--- config.mk ---
export PLATFORM = sky130hd
export DESIGN_NAME = rcs_ctrl
export DESIGN_NICKNAME = d
export VERILOG_FILES = /design/src/sv/rcs_pkg.sv /design/src/sv/rcs_ctrl.sv
export SDC_FILE = /design/constraint.sdc
export NUM_CORES = 1
export LEC_CHECK = 0
export ABC_AREA = 1
export BUFFER_PORTS_ARGS = -buffer_cell sky130_fd_sc_hd__buf_2
export CORE_AREA = 3 3 40 42
export DETAILED_ROUTE_END_ITERATION = 7
export DIE_AREA = 0 0 43 45
export SYNTH_ARGS = -nofsm -noshare
export SYNTH_HDL_FRONTEND = slang
export SYNTH_SLANG_ARGS = --single-unit
--- constraint.sdc ---
create_clock -name clk_i -period 1.3 [get_ports clk_i]
set_clock_uncertainty 0.1 [all_clocks]
set_input_delay 0.065 -clock clk_i [delete_from_list [all_inputs] [get_ports clk_i]]
set_output_delay 0.065 -clock clk_i [all_outputs]
set_load 0.01 [all_outputs]
--- src/sv/rcs_pkg.sv ---
// Shared types, codes and constants for the risc16 core step block.
package rcs_pkg;

  localparam int unsigned RegCount = 8;
  localparam int unsigned RegIdxW  = $clog2(RegCount);

  localparam logic [15:0] PcReset   = 16'h8200;
  localparam logic [2:0]  NzpReset  = 3'b010;
  localparam logic [15:0] ClearLast = 16'hFFFF;

  // item opcodes
  localparam logic [1:0] ITEM_WR   = 2'd0;
  localparam logic [1:0] ITEM_EXEC = 2'd1;
  localparam logic [1:0] ITEM_RD   = 2'd2;
  localparam logic [1:0] ITEM_NONE = 2'd3;

  // result status codes
  localparam logic [2:0] ST_OK      = 3'd0;
  localparam logic [2:0] ST_CODE    = 3'd1;
  localparam logic [2:0] ST_DATA    = 3'd2;
  localparam logic [2:0] ST_PRIV    = 3'd3;
  localparam logic [2:0] ST_INVALID = 3'd4;

  // instruction opcodes
  localparam logic [3:0] OP_BR    = 4'h0;
  localparam logic [3:0] OP_ARITH = 4'h1;
  localparam logic [3:0] OP_CMP   = 4'h2;
  localparam logic [3:0] OP_JSR   = 4'h4;
  localparam logic [3:0] OP_LOGIC = 4'h5;
  localparam logic [3:0] OP_LDR   = 4'h6;
  localparam logic [3:0] OP_STR   = 4'h7;
  localparam logic [3:0] OP_RTI   = 4'h8;
  localparam logic [3:0] OP_CONST = 4'h9;
  localparam logic [3:0] OP_SHIFT = 4'hA;
  localparam logic [3:0] OP_JMP   = 4'hC;
  localparam logic [3:0] OP_HICON = 4'hD;
  localparam logic [3:0] OP_TRAP  = 4'hF;

  localparam logic [1:0] ARITH_DIV = 2'd3;
  localparam logic [1:0] SHIFT_MOD = 2'd3;

  typedef struct packed {
    logic [1:0]  opcode;
    logic [15:0] address;
    logic [15:0] data;
  } rcs_in_t;

  typedef struct packed {
    logic [2:0]         status;
    logic [15:0]        next_pc;
    logic [2:0]         nzp;
    logic               privilege;
    logic               reg_write;
    logic [RegIdxW-1:0] reg_index;
    logic [15:0]        reg_value;
    logic               mem_write;
    logic [15:0]        mem_addr;
    logic [15:0]        mem_data;
  } rcs_out_t;

  typedef enum logic [2:0] {
    S_CLEAR, S_IDLE, S_READBACK, S_DECODE, S_EXEC, S_DIVIDE, S_LOAD
  } rcs_state_e;

  typedef struct packed {
    logic clr;        // write zero at clear counter
    logic accept;     // input beat taken
    logic regrd;      // latch instruction and register operands
    logic div_start;
    logic div_step;
    logic load_issue; // read memory at load address
    logic commit;     // retire instruction into result register
    logic readback;   // load read-back result
  } rcs_cmd_t;

  typedef struct packed {
    logic clear_done;
    logic need_div;
    logic need_load;
    logic div_done;
  } rcs_sts_t;

endpackage

--- src/sv/rcs_ctrl.sv ---
// Sequencer for the risc16 core step: clear pass, item handshake, instruction phases.
module rcs_ctrl (
  input  logic                 clk_i,
  input  logic                 rst_ni,
  input  logic                 in_valid_i,
  output logic                 in_stall_o,
  input  logic [1:0]           in_opcode_i,
  output logic                 out_valid_o,
  input  logic                 out_stall_i,
  input  rcs_pkg::rcs_sts_t    sts_i,
  output rcs_pkg::rcs_cmd_t    cmd_o
);
  import rcs_pkg::*;

  rcs_state_e state_q, state_d;
  logic       out_valid_q, out_valid_d;
  logic       accept;

  always_ff @(posedge clk_i or negedge rst_ni) begin
    if (!rst_ni) begin
      state_q     <= S_CLEAR;
      out_valid_q <= 1'b0;
    end else begin
      state_q     <= state_d;
      out_valid_q <= out_valid_d;
    end
  end

  assign in_stall_o  = (state_q != S_IDLE) || (out_valid_q && out_stall_i);
  assign accept      = in_valid_i && !in_stall_o;
  assign out_valid_o = out_valid_q;

  always_comb begin
    state_d     = state_q;
    cmd_o       = '0;
    out_valid_d = out_valid_q && out_stall_i;
    case (state_q)
      S_CLEAR: begin
        cmd_o.clr = 1'b1;
        if (sts_i.clear_done) state_d = S_IDLE;
      end
      S_IDLE: begin
        if (accept) begin
          cmd_o.accept = 1'b1;
          if (in_opcode_i == ITEM_EXEC) begin
            state_d = S_DECODE;
          end else if (in_opcode_i == ITEM_RD) begin
            state_d = S_READBACK;
          end else begin
            out_valid_d = 1'b1;
          end
        end
      end
      S_READBACK: begin
        cmd_o.readback = 1'b1;
        out_valid_d    = 1'b1;
        state_d        = S_IDLE;
      end
      S_DECODE: begin
        cmd_o.regrd = 1'b1;
        state_d     = S_EXEC;
      end
      S_EXEC: begin
        if (sts_i.need_div) begin
          cmd_o.div_start = 1'b1;
          state_d         = S_DIVIDE;
        end else if (sts_i.need_load) begin
          cmd_o.load_issue = 1'b1;
          state_d          = S_LOAD;
        end else begin
          cmd_o.commit = 1'b1;
          out_valid_d  = 1'b1;
          state_d      = S_IDLE;
        end
      end
      S_DIVIDE: begin
        if (sts_i.div_done) begin
          cmd_o.commit = 1'b1;
          out_valid_d  = 1'b1;
          state_d      = S_IDLE;
        end else begin
          cmd_o.div_step = 1'b1;
        end
      end
      S_LOAD: begin
        cmd_o.commit = 1'b1;
        out_valid_d  = 1'b1;
        state_d      = S_IDLE;
      end
      default: state_d = S_CLEAR;
    endcase
  end

  // a result is only produced into a free or draining output slot
  assert property (@(posedge clk_i) disable iff (!rst_ni)
    (cmd_o.commit || cmd_o.readback) |-> !(out_valid_q && out_stall_i))
    else $error("result overwrites a stalled beat");

  assert property (@(posedge clk_i) disable iff (!rst_ni)
    cmd_o.commit |-> (state_q == S_EXEC || state_q == S_DIVIDE || state_q == S_LOAD))
    else $error("commit outside instruction phases");

  assert property (@(posedge clk_i) disable iff (!rst_ni)
    (state_q == S_CLEAR) |-> !out_valid_q)
    else $error("result during clear pass");

  assert property (@(posedge clk_i) disable iff (!rst_ni)
    cmd_o.div_start |=> (state_q == S_DIVIDE))
    else $error("divider started without divide phase");

endmodule

==> results of run 1 <==
## flip-flops by register name (all words and copies together), names as in the netlist
signal       cells
out_valid_o      1
state_q          3
## repair_timing
item / in CTS / in global routing
endpoints found under the hold margin: 4 / 0
pin swaps: 5 / 5
setup buffers: 7 / 4
endpoints found under the setup margin: 7 / 12
hold buffers: 1 / 0
gates resized for setup: 15 / 13
cloned: 0 / 0
## cell families (layout without fill, tap and decap cells)
kind of cell | after synthesis | after routing | share of synthesized area (%)
AO/OA/AOI/OAI | 5 | 5 | 6.76
flip-flops | 4 | 4 | 27.0
AND/OR/NAND/NOR | 37 | 37 | 45.3
buffers and inverters | 14 | 48 | 14.2
adder cells (fa/ha/maj) | 2 | 2 | 6.76
## metal layers
layer | part of all wire (%) | routed length (um) | vias up
met2 | 48 | 566 | 30
met5 | 0 | 0 | -
li1 | - | - | 259
met4 | 4.8 | 57 | 0
met1 | 36 | 421 | 221
met3 | 11 | 131 | 9
## path summary, 6_finish.rpt
kind | startpoint | endpoint | slack [ns] | cells after the start
min in group clk_i | out_stall_i | out_valid_o$_DFF_PN0_ | 0.08 | 3
worst min register to register | out_valid_o$_DFF_PN0_ | out_valid_o$_DFF_PN0_ | 0.53 | 2
max in group asynchronous | rst_ni | state_q[2]$_DFFE_PN0P_ | 0.91 | 2
worst max register to register | state_q[0]$_DFFE_PN0P_ | state_q[0]$_DFFE_PN0P_ | -0.07 | 8
worst min-delay path | rst_ni | state_q[0]$_DFFE_PN0P_ | 0.06 | 2
worst max-delay path | state_q[0]$_DFFE_PN0P_ | cmd_o[2] | -0.10 | 5
## through the flow
step	power [mW]	hold slack, ns	util, %	std cells
2_1_floorplan	0.612	-0.331	-	62
3_3_place_gp	0.796	-0.228	38.3	97
3_5_place_dp	0.805	-0.227	38.3	97
4_1_cts	1.21	0.0503	49.2	108
5_1_grt	1.47	0.0746	54.9	111
6_report	1.35	0.0619	54.9	111
## power groups by stage
stage,Sequential [mW],Combinational (mW),Clock [mW]
2_1_floorplan,0.240,0.372,0
3_3_place_gp,0.240,0.556,0
3_5_place_dp,0.242,0.563,0
4_1_cts,0.261,0.780,0.166
5_1_grt,0.279,1.00,0.185
6_report,0.272,0.921,0.158
## cell type report
class | count | area, um2 | share of cell area (%)
multi-input combinational | 44 | 292 | 41.3
timing repair buffer | 31 | 214 | 30.3
sequential | 4 | 104 | 14.7
inverter | 14 | 55.1 | 7.80
clock buffer | 3 | 22.5 | 3.19
tap | 15 | 18.8 | 2.66
## Yosys cell counts
cell type and count:
nor2_2 4, o21ai_0 2, nand3_1 6, or3_1 1
dfrtp_1 4, nand2_2 1, nor3_1 1, inv_1 12
nand2_1 10, o21ai_1 2, nor2_1 12, inv_2 2
nand4_1 1, or2_2 1, ha_1 2, a21oi_1 1
==> results.py, run 1 <==
metrics = {
    "global_routing": {
        "antenna_found_initial": 0,
        "grt-ovfl-total": 0,
        "grt_pass1_vias": 453,
        "grtUsageMet1_pct": 14.0,
        "grtUsageMet2_pct": 23.7,
        "grt_max_degree": 7,
        "busiest_layer": "met2",
        "met3_usage_pct": 5.18,
        "track_usage_pct": 13.5,
        "grt_pass1_wl_mm": 1.89,
    },
    "placed_design": {
        "place.gp.congestion": 0.795,
        "pre_cts_slack_ns": 0.0295,
        "dpl_cell_area_um2": 492,
        "dp_hpwl_um": 834,
        "numPortBuffers": 19,
    },
    "floorplan": {
        "design.die.area_um2": 1940,
        "die_h_um": 45,
        "row_count": 13,
        "core_um2": 1280,
        "io_pins": 20,
        "start_util_pct": 28.8,
        "die_w_um": 43,
    },
    "timing": {
        "hold_viol": 0,
        "tightest_slew_ns": 0.185,
        "fin_tns_setup_ns": -0.609,
        "rsz0062_at_grt": "true",
        "setup_ws_ns": -0.104,
        "setup_viol": 10,
        "relSlewSlack_pct": 87.7,
        "slew_viol_final": 0,
        "period_minus_slack_ns": 1.40,
        "fin_crit_sh_pct": 108,
        "max_freq_mhz": 712,
    },
    "detailed_routing": {
        "wl_mm": 1.18,
        "drt-initial-drc-count": 2,
        "wl_per_cell_um": 10.6,
        "via_per_inst": 4.68,
        "dr_total_vias": 519,
        "drt-pass1-iter-count": 4,
        "drc": 0,
        "ant_nets": 0,
    },
    "synthesis": {
        "synth_seq_cells": 4,
        "synthCells": 62,
        "yosysSeqAreaShare_pct": 27.0,
        "yosysTopAreaCell": "dfrtp_1",
        "synth_top_area_share_pct": 27.0,
        "postSynthAreaPerCell_um2": 5.97,
        "yosysUniqueCellTypes": 16,
        "yosysWarnings": 0,
        "synth.area.top_cells": "dfrtp_1 27%, inv_1 12%, nor2_1 12%, nand2_1 10%, nand3_1 8.1%",
        "synth_area_um2": 370,
        "synth_fp_nets": 74,
    },
    "pwr": {
        "sequentialPowerShare_pct": 20.1,
        "peakVddDrop_mv": 1.10,
        "p_switching_mw": 0.604,
        "power_density_nw_per_um2": 1910,
        "p_leak_nw": 0.396,
        "power_switching_share_pct": 44.7,
        "power_frac_clock_pct": 11.7,
        "power.internal_mw": 0.747,
        "p_comb_share_pct": 68.2,
    },
    "clock_tree": {
        "clkSlewWorstSetupHoldPaths_ns": 0.04,
        "cts_tree": "built",
        "cts_buffers": 3,
        "ctsRootBufferMaster": "clkbuf_4",
        "clk_latency_ns": 0.24,
        "htreeDepth": 1,
        "clock-sinks": 4,
        "clk_path_buf_depth": 2,
    },
    "worst_setup_path": {
        "cp_top_family": "flip-flops",
        "worstPathArrival_ns": 1.24,
        "path_buf_inv": 3,
        "cpPeakStageDelay_ns": 0.47,
        "crit_slowest_cell": "dfrtp_2",
        "cp.required_ns": 1.13,
        "criticalPathCategory": "flop to output pin",
        "cp-start-kind": "flop",
        "cp_max_fo": 5,
        "path_cells": "nor2_4 > buf_4 > nand3_2 > inv_2 > buf_6",
        "endpoint_kind": "output pin",
    },
    "run_status": {
        "status": "complete, but fails checks",
        "violations": "setup timing",
    },
    "final_layout": {
        "fillers": 134,
        "layout-drive-gt1-share_pct": 56.3,
        "layout_commonest_cell": "buf_2",
        "nNetsFinal": 110,
        "diodes": 0,
        "layout_common_cells": "16 x buf_2, 11 x inv_1, 10 x nor2_1, 9 x buf_4, 8 x nand2_1",
        "final_cell_area_um2": 706,
        "syn2layout_area_growth_pct": 90.5,
    },
    "worst_hold_path": {
        "min_path_type": "primary input to async pin",
    },
    "job": {
        "cap_violations": 0,
    },
}
(Power assumes the default switching activity.)
==> inputs of run 2 (changes only) <==
Settings changed: ABC_AREA 1 to 0, GPL_ROUTABILITY_DRIVEN set to 0.
==> run 2 against run 1 <==
  * The run still ends with setup timing left
  * Clock power about the same
  * Sequential share of layout area increased by 1.7 points
  * Routed wire length fell by 14%
  * Via count is 19% lower
  * Synthesized cell count decreased by 34%
  * Synthesized area fell by 7.8%
  * Non-clock buffer count is the same
  * Power down 13%
  * Combinational power down 17%
  * Design area shrank 11%
  * Sequential power shrank 6%
  * Core utilization is 6.2 points lower
  * Largest power group unchanged
  * Highest routed layer unchanged
==> results.py, run 2 <==
metrics = {
    "floorplan": {
        "io_pins": 20,
        "start_util_pct": 26.6,
        "die_h_um": 45,
        "row_count": 13,
        "core_um2": 1280,
        "design.die.area_um2": 1940,
        "die_w_um": 43,
    },
    "pwr": {
        "power_density_nw_per_um2": 1870,
        "p_switching_mw": 0.470,
        "p_comb_share_pct": 65.0,
        "power.internal_mw": 0.703,
        "p_leak_nw": 0.333,
        "sequentialPowerShare_pct": 21.8,
        "power_frac_clock_pct": 13.2,
        "power_switching_share_pct": 40.1,
        "peakVddDrop_mv": 1.07,
    },
    "synthesis": {
        "synth_seq_cells": 4,
        "yosysWarnings": 0,
        "yosysTopAreaCell": "dfrtp_1",
        "synth_top_area_share_pct": 29.3,
        "synth_fp_nets": 53,
        "yosysSeqAreaShare_pct": 29.3,
        "synth_edf_count": 0,
        "synth_common_cells": "5 x inv_1, 4 x and3_1, 4 x dfrtp_1, 3 x nand2_1, 3 x nor2_1",
        "synthCells": 41,
        "synth-async-reset-ratio_pct": 100,
        "yosysUniqueCellTypes": 23,
        "synth_area_um2": 342,
        "synth_flop_cell": "dfrtp_1",
        "synth.area.top_cells": "dfrtp_1 29%, and3_1 7.3%, ha_1 7.3%, inv_1 5.5%, a2111oi_2 4.4%",
        "postSynthAreaPerCell_um2": 8.33,
        "yosysMostFrequentCell": "inv_1",
    },
    "clock_tree": {
        "clk_path_buf_depth": 2,
        "cts_buffers": 3,
        "htreeDepth": 1,
        "cts_tree": "built",
        "ctsRootBufferMaster": "clkbuf_4",
        "clk_latency_ns": 0.24,
        "clock-sinks": 4,
        "clkSlewWorstSetupHoldPaths_ns": 0.04,
    },
    "detailed_routing": {
        "wl_mm": 1.01,
        "drc": 0,
        "via_per_inst": 4.84,
        "drt-pass1-iter-count": 2,
        "wl_per_cell_um": 11.6,
        "drt-initial-drc-count": 2,
        "dr_total_vias": 421,
        "ant_nets": 0,
    },
    "final_layout": {
        "final_cell_area_um2": 626,
        "largest_register_ffs": 3,
        "largest-register": "state_q",
        "layout_commonest_cell": "buf_2",
        "diodes": 0,
        "layout_common_cells": "18 x buf_2, 8 x buf_4, 5 x inv_1, 4 x buf_6",
        "final_cells": 87,
        "layout-drive-gt1-share_pct": 58.3,
        "nNetsFinal": 86,
        "syn2layout_area_growth_pct": 83.1,
        "final_util_pct": 48.7,
    },
    "placed_design": {
        "numPortBuffers": 19,
        "dp_hpwl_um": 745,
        "dpl_cell_area_um2": 475,
        "dp.cells": 77,
    },
    "timing": {
        "slew_viol_final": 0,
        "tightest_slew_ns": 0.287,
        "hold_viol": 0,
        "relSlewSlack_pct": 80.6,
        "setup_ws_ns": -0.0741,
        "period_minus_slack_ns": 1.37,
        "setup_viol": 8,
        "rsz0062_at_grt": "true",
        "fin_crit_sh_pct": 106,
        "max_freq_mhz": 728,
    },
    "worst_setup_path": {
        "worstPathArrival_ns": 1.21,
        "cp_max_fo": 5,
        "criticalPathCategory": "flop to output pin",
        "cp.required_ns": 1.13,
        "endpoint_kind": "output pin",
        "cp-start-kind": "flop",
        "path_buf_inv": 1,
        "path_cells": "nor2_4 > o21ai_1 > and3_1 > buf_2",
        "crit_slowest_cell": "dfrtp_2",
        "cp_top_family": "flip-flops",
        "cpPeakStageDelay_ns": 0.46,
    },
    "worst_hold_path": {
        "min_path_type": "primary input to flop",
    },
    "global_routing": {
        "grt_max_degree": 8,
        "grt_pass1_wl_mm": 1.82,
        "antenna_found_initial": 0,
        "grt_pass1_vias": 435,
        "track_usage_pct": 13.0,
        "grt-ovfl-total": 0,
    },
    "run_status": {
        "status": "complete, but fails checks",
        "violations": "setup timing",
    },
    "job": {
        "cap_violations": 0,
    },
}
-- run 2: tightest hold or removal path, delay by kind of cell --
family | cells | cell delay [ns]
buffers and inverters | 1 | 0.11
AO/OA/AOI/OAI | 1 | 0.07
AND/OR/NAND/NOR | 1 | 0.10
-- run 2: power groups by stage --
stage / clock [mW] / sequential, mW / combinational [mW]
4_1_cts: 0.160 / 0.255 / 0.722
3_3_place_gp: 0 / 0.240 / 0.523
2_1_floorplan: 0 / 0.204 / 0.350
5_1_grt: 0.180 / 0.262 / 0.836
6_report: 0.155 / 0.255 / 0.762
3_5_place_dp: 0 / 0.243 / 0.528
-- run 2: path summary, 6_finish.rpt --
kind	start	to	slack, ns	cells past startpoint
max	state_q[0]$_DFFE_PN0P_	cmd_o[1]	-0.07	4
min	in_valid_i	state_q[1]$_DFFE_PN0P_	0.05	3
max reg2reg	state_q[1]$_DFFE_PN0P_	state_q[0]$_DFFE_PN0P_	-0.03	5
min reg2reg	out_valid_o$_DFF_PN0_	state_q[1]$_DFFE_PN0P_	0.54	3
max in group asynchronous	rst_ni	state_q[0]$_DFFE_PN0P_	0.91	2
min in group asynchronous	rst_ni	state_q[1]$_DFFE_PN0P_	0.06	2
-- run 2: timing repair --
action | in CTS | in global routing
gates resized for setup | 13 | 3
setup endpoints to repair | 8 | 11
setup buffers | 6 | 0
hold endpoints to repair | 4 | 0
hold buffers | 1 | 0
pin swaps | 6 | 5
-- run 2: stage by stage --
stage	setup WS (ns)	hold slack, ns	total power [mW]	setup TNS (ns)
after floorplan	0.115	-0.331	0.554	0
final	-0.0741	0.0509	1.17	-0.347
after detailed placement	0.0234	-0.226	0.771	0
after global routing	-0.139	0.0672	1.28	-1.11
after global placement	0.0791	-0.227	0.763	0
after CTS	-0.0712	0.0439	1.14	-0.352
-- run 2: kinds of logic (layout without fill, tap and decap cells) --
family                     Yosys count  after routing  share of synthesized area, %
buffers and inverters                8             39                          10.6
DFF                                  4              4                          29.3
and+or+nand+nor                     19             19                          34.4
AOI/OAI and AO/OA                    8              8                          18.3
adders and majority gates            2              2                          7.32
-- run 2: per-layer routing --
metal / share of wire (%) / wire (um) / track usage, % / vias up
li1: - / - / - / 206
met1: 39 / 391 / 14.1 / 193
met2: 49 / 500 / 20.7 / 18
met3: 8.5 / 86 / 3.59 / 4
met4: 3.3 / 33 / 11.4 / 0
met5: 0 / 0 / 0 / -
-- run 2: area by class of cell --
class | count | area, um2
fillers | 124 | 659
multi-input cells | 29 | 258
repair buffers | 31 | 205
flip-flops and latches | 4 | 103
clock buffers | 3 | 22.5
inverters | 5 | 18.8
well taps | 15 | 18.8
==> inputs of run 3 (changes only) <==
Settings changed: RECOVER_POWER set to 50.
Clock period 1.3 ns to 1.2 ns, I/O delays scaled along.
==> run 3 against run 2 <==
  * The flow still finishes with violations (setup timing)
  * Sequential cell count unchanged
  * First-iteration DRC count increased to 2.5 times the previous value
  * Design area rose by 11%
  * Via count grew 3.1%
  * Critical endpoint is now cmd_o[6]
==> results.py, run 3 (same netlist as run 2, synthesis figures left out) <==
metrics = {
    "run_status": {
        "status": "complete, but fails checks",
        "violations": "setup timing",
    },
    "detailed_routing": {
        "drt-pass1-iter-count": 2,
        "wl_mm": 1.07,
        "drt-initial-drc-count": 5,
        "ant_nets": 0,
        "dr_total_vias": 434,
        "wl_per_cell_um": 12.0,
        "drc": 0,
        "via_per_inst": 4.88,
    },
    "worst_setup_path": {
        "setup.worst_path.end": "cmd_o[6]",
        "cp_max_fo": 6,
        "endpoint_kind": "output pin",
        "r2r_end": "out_valid_o$_DFF_PN0_",
        "cp-start-kind": "flop",
        "worstPathArrival_ns": 1.20,
        "criticalPathCategory": "flop to output pin",
        "cp.required_ns": 1.04,
        "cp-startpoint": "state_q[0]$_DFFE_PN0P_",
        "reg2reg_from": "state_q[0]$_DFFE_PN0P_",
        "rr_worst_depth": 4,
        "rrSetupSlack_ns": -0.12,
    },
    "clock_tree": {
        "clkSlewWorstSetupHoldPaths_ns": 0.04,
        "htreeDepth": 1,
        "clock-sinks": 4,
        "ctsRootBufferMaster": "clkbuf_4",
        "cts_tree": "built",
        "clk_path_buf_depth": 2,
        "cts_buffers": 3,
        "clk_latency_ns": 0.24,
    },
    "timing": {
        "setup_ws_ns": -0.162,
        "max_freq_mhz": 734,
        "tightest_slew_ns": 0.275,
        "hold_viol": 0,
        "fin_crit_sh_pct": 114,
        "setup_viol": 12,
        "rsz0062_at_grt": "true",
        "period_minus_slack_ns": 1.36,
        "relSlewSlack_pct": 81.4,
        "whs_ns": 0.0794,
        "slew_viol_final": 0,
        "fin_tns_setup_ns": -1.42,
    },
    "global_routing": {
        "grt-ovfl-total": 0,
        "track_usage_pct": 11.8,
        "grt_max_degree": 8,
        "antenna_found_initial": 0,
        "grt_pass1_wl_mm": 1.78,
        "grt_pass1_vias": 435,
    },
    "pwr": {
        "finalPower_mw": 1.42,
        "power_frac_clock_pct": 11.8,
        "peakVddDrop_mv": 1.06,
        "power_switching_share_pct": 40.7,
        "power_density_nw_per_um2": 2040,
        "sequentialPowerShare_pct": 19.5,
        "p_switching_mw": 0.577,
        "power.internal_mw": 0.840,
        "p_leak_nw": 0.358,
        "p_comb_share_pct": 68.7,
    },
    "floorplan": {
        "start_util_pct": 26.6,
        "row_count": 13,
        "io_pins": 20,
        "core_um2": 1280,
        "die_w_um": 43,
        "design.die.area_um2": 1940,
        "die_h_um": 45,
    },
    "final_layout": {
        "fillers": 132,
        "final_util_pct": 53.9,
        "nNetsFinal": 88,
        "largest-register": "state_q",
        "seq_area_um2": 103,
        "diodes": 0,
        "syn2layout_area_growth_pct": 103,
        "layout_commonest_cell": "buf_2",
        "layout-drive-gt1-share_pct": 68.9,
        "layout_common_cells": "17 x buf_2, 9 x buf_4, 5 x inv_1, 5 x buf_6",
        "largest_register_ffs": 3,
        "final_cells": 89,
        "multi_input_area_um2": 308,
    },
    "worst_hold_path": {
        "min_path_type": "primary input to async pin",
    },
    "placed_design": {
        "dp.cells": 77,
        "dp_hpwl_um": 708,
        "numPortBuffers": 19,
    },
    "job": {
        "cap_violations": 0,
    },
}
## run 3: changes by cell type in the layout (fill, tap and decap cells not counted), sizes merged
| cell | change |
|---|---|
| buf | +1 |
| clkbuf | +1 |
## run 3: power by group through the flow
stage | Sequential (mW) | Clock (mW) | Combinational [mW]
CTS | 0.259 | 0.173 | 0.772
finish | 0.277 | 0.167 | 0.974
global placement | 0.250 | 0 | 0.576
detailed placement | 0.253 | 0 | 0.575
floorplan | 0.221 | 0 | 0.379
global route | 0.286 | 0.179 | 1.05
## run 3: per-layer routing
metal  vias up  part of all wire, %  track usage, %  routed length (um)
met1       202                   38            12.7                 402
li1        213                    -               -                   -
met4         0                  2.0            7.23                  21
met5         -                    0               0                   0
met2        17                   55            22.8                 586
met3         2                  5.7           0.398                  61
## run 3: final cells by class
| type | instances | share of cell area (%) |
|---|---|---|
| clock buffers | 3 | 3.25 |
| inverters | 5 | 2.71 |
| multi-input cells | 29 | 44.4 |
| flip-flops and latches | 4 | 14.8 |
| well taps | 15 | 2.71 |
| repair buffers | 33 | 32.1 |
## run 3: how the worst min path moves through the flow
stage                                   to  depth (start not counted)  startpoint
global placement     out_valid_o$_DFF_PN0_                          1      rst_ni
detailed placement  state_q[2]$_DFFE_PN0P_                          1      rst_ni
floorplan            out_valid_o$_DFF_PN0_                          0      rst_ni
finish              state_q[0]$_DFFE_PN0P_                          2      rst_ni
global route        state_q[0]$_DFFE_PN0P_                          2      rst_ni
CTS                 state_q[1]$_DFFE_PN0P_                          3  in_valid_i
## run 3: what timing repair did
item / in CTS / in global routing
hold endpoints to repair: 4 / 0
pin swaps: 10 / 7
setup endpoints to repair: 12 / 13
resized for setup: 12 / 16
buffers inserted: 7 / 1
hold buffers: 1 / 0
## run 3: worst max-delay path: stages (launching register included)
cell,delay [ns]
dfrtp_2,0.47
nand2b_4,0.11
nor2_4,0.11
and3_4,0.18
buf_6,0.09
## run 3: through the flow
| step | setup WS (ns) | area, um2 |
|---|---|---|
| finish | -0.162 | 693 |
| global route | -0.217 | 693 |
| CTS | -0.167 | 607 |
| detailed placement | -0.0807 | 475 |
| global placement | -0.0642 | 475 |
| floorplan | 0.0154 | 342 |
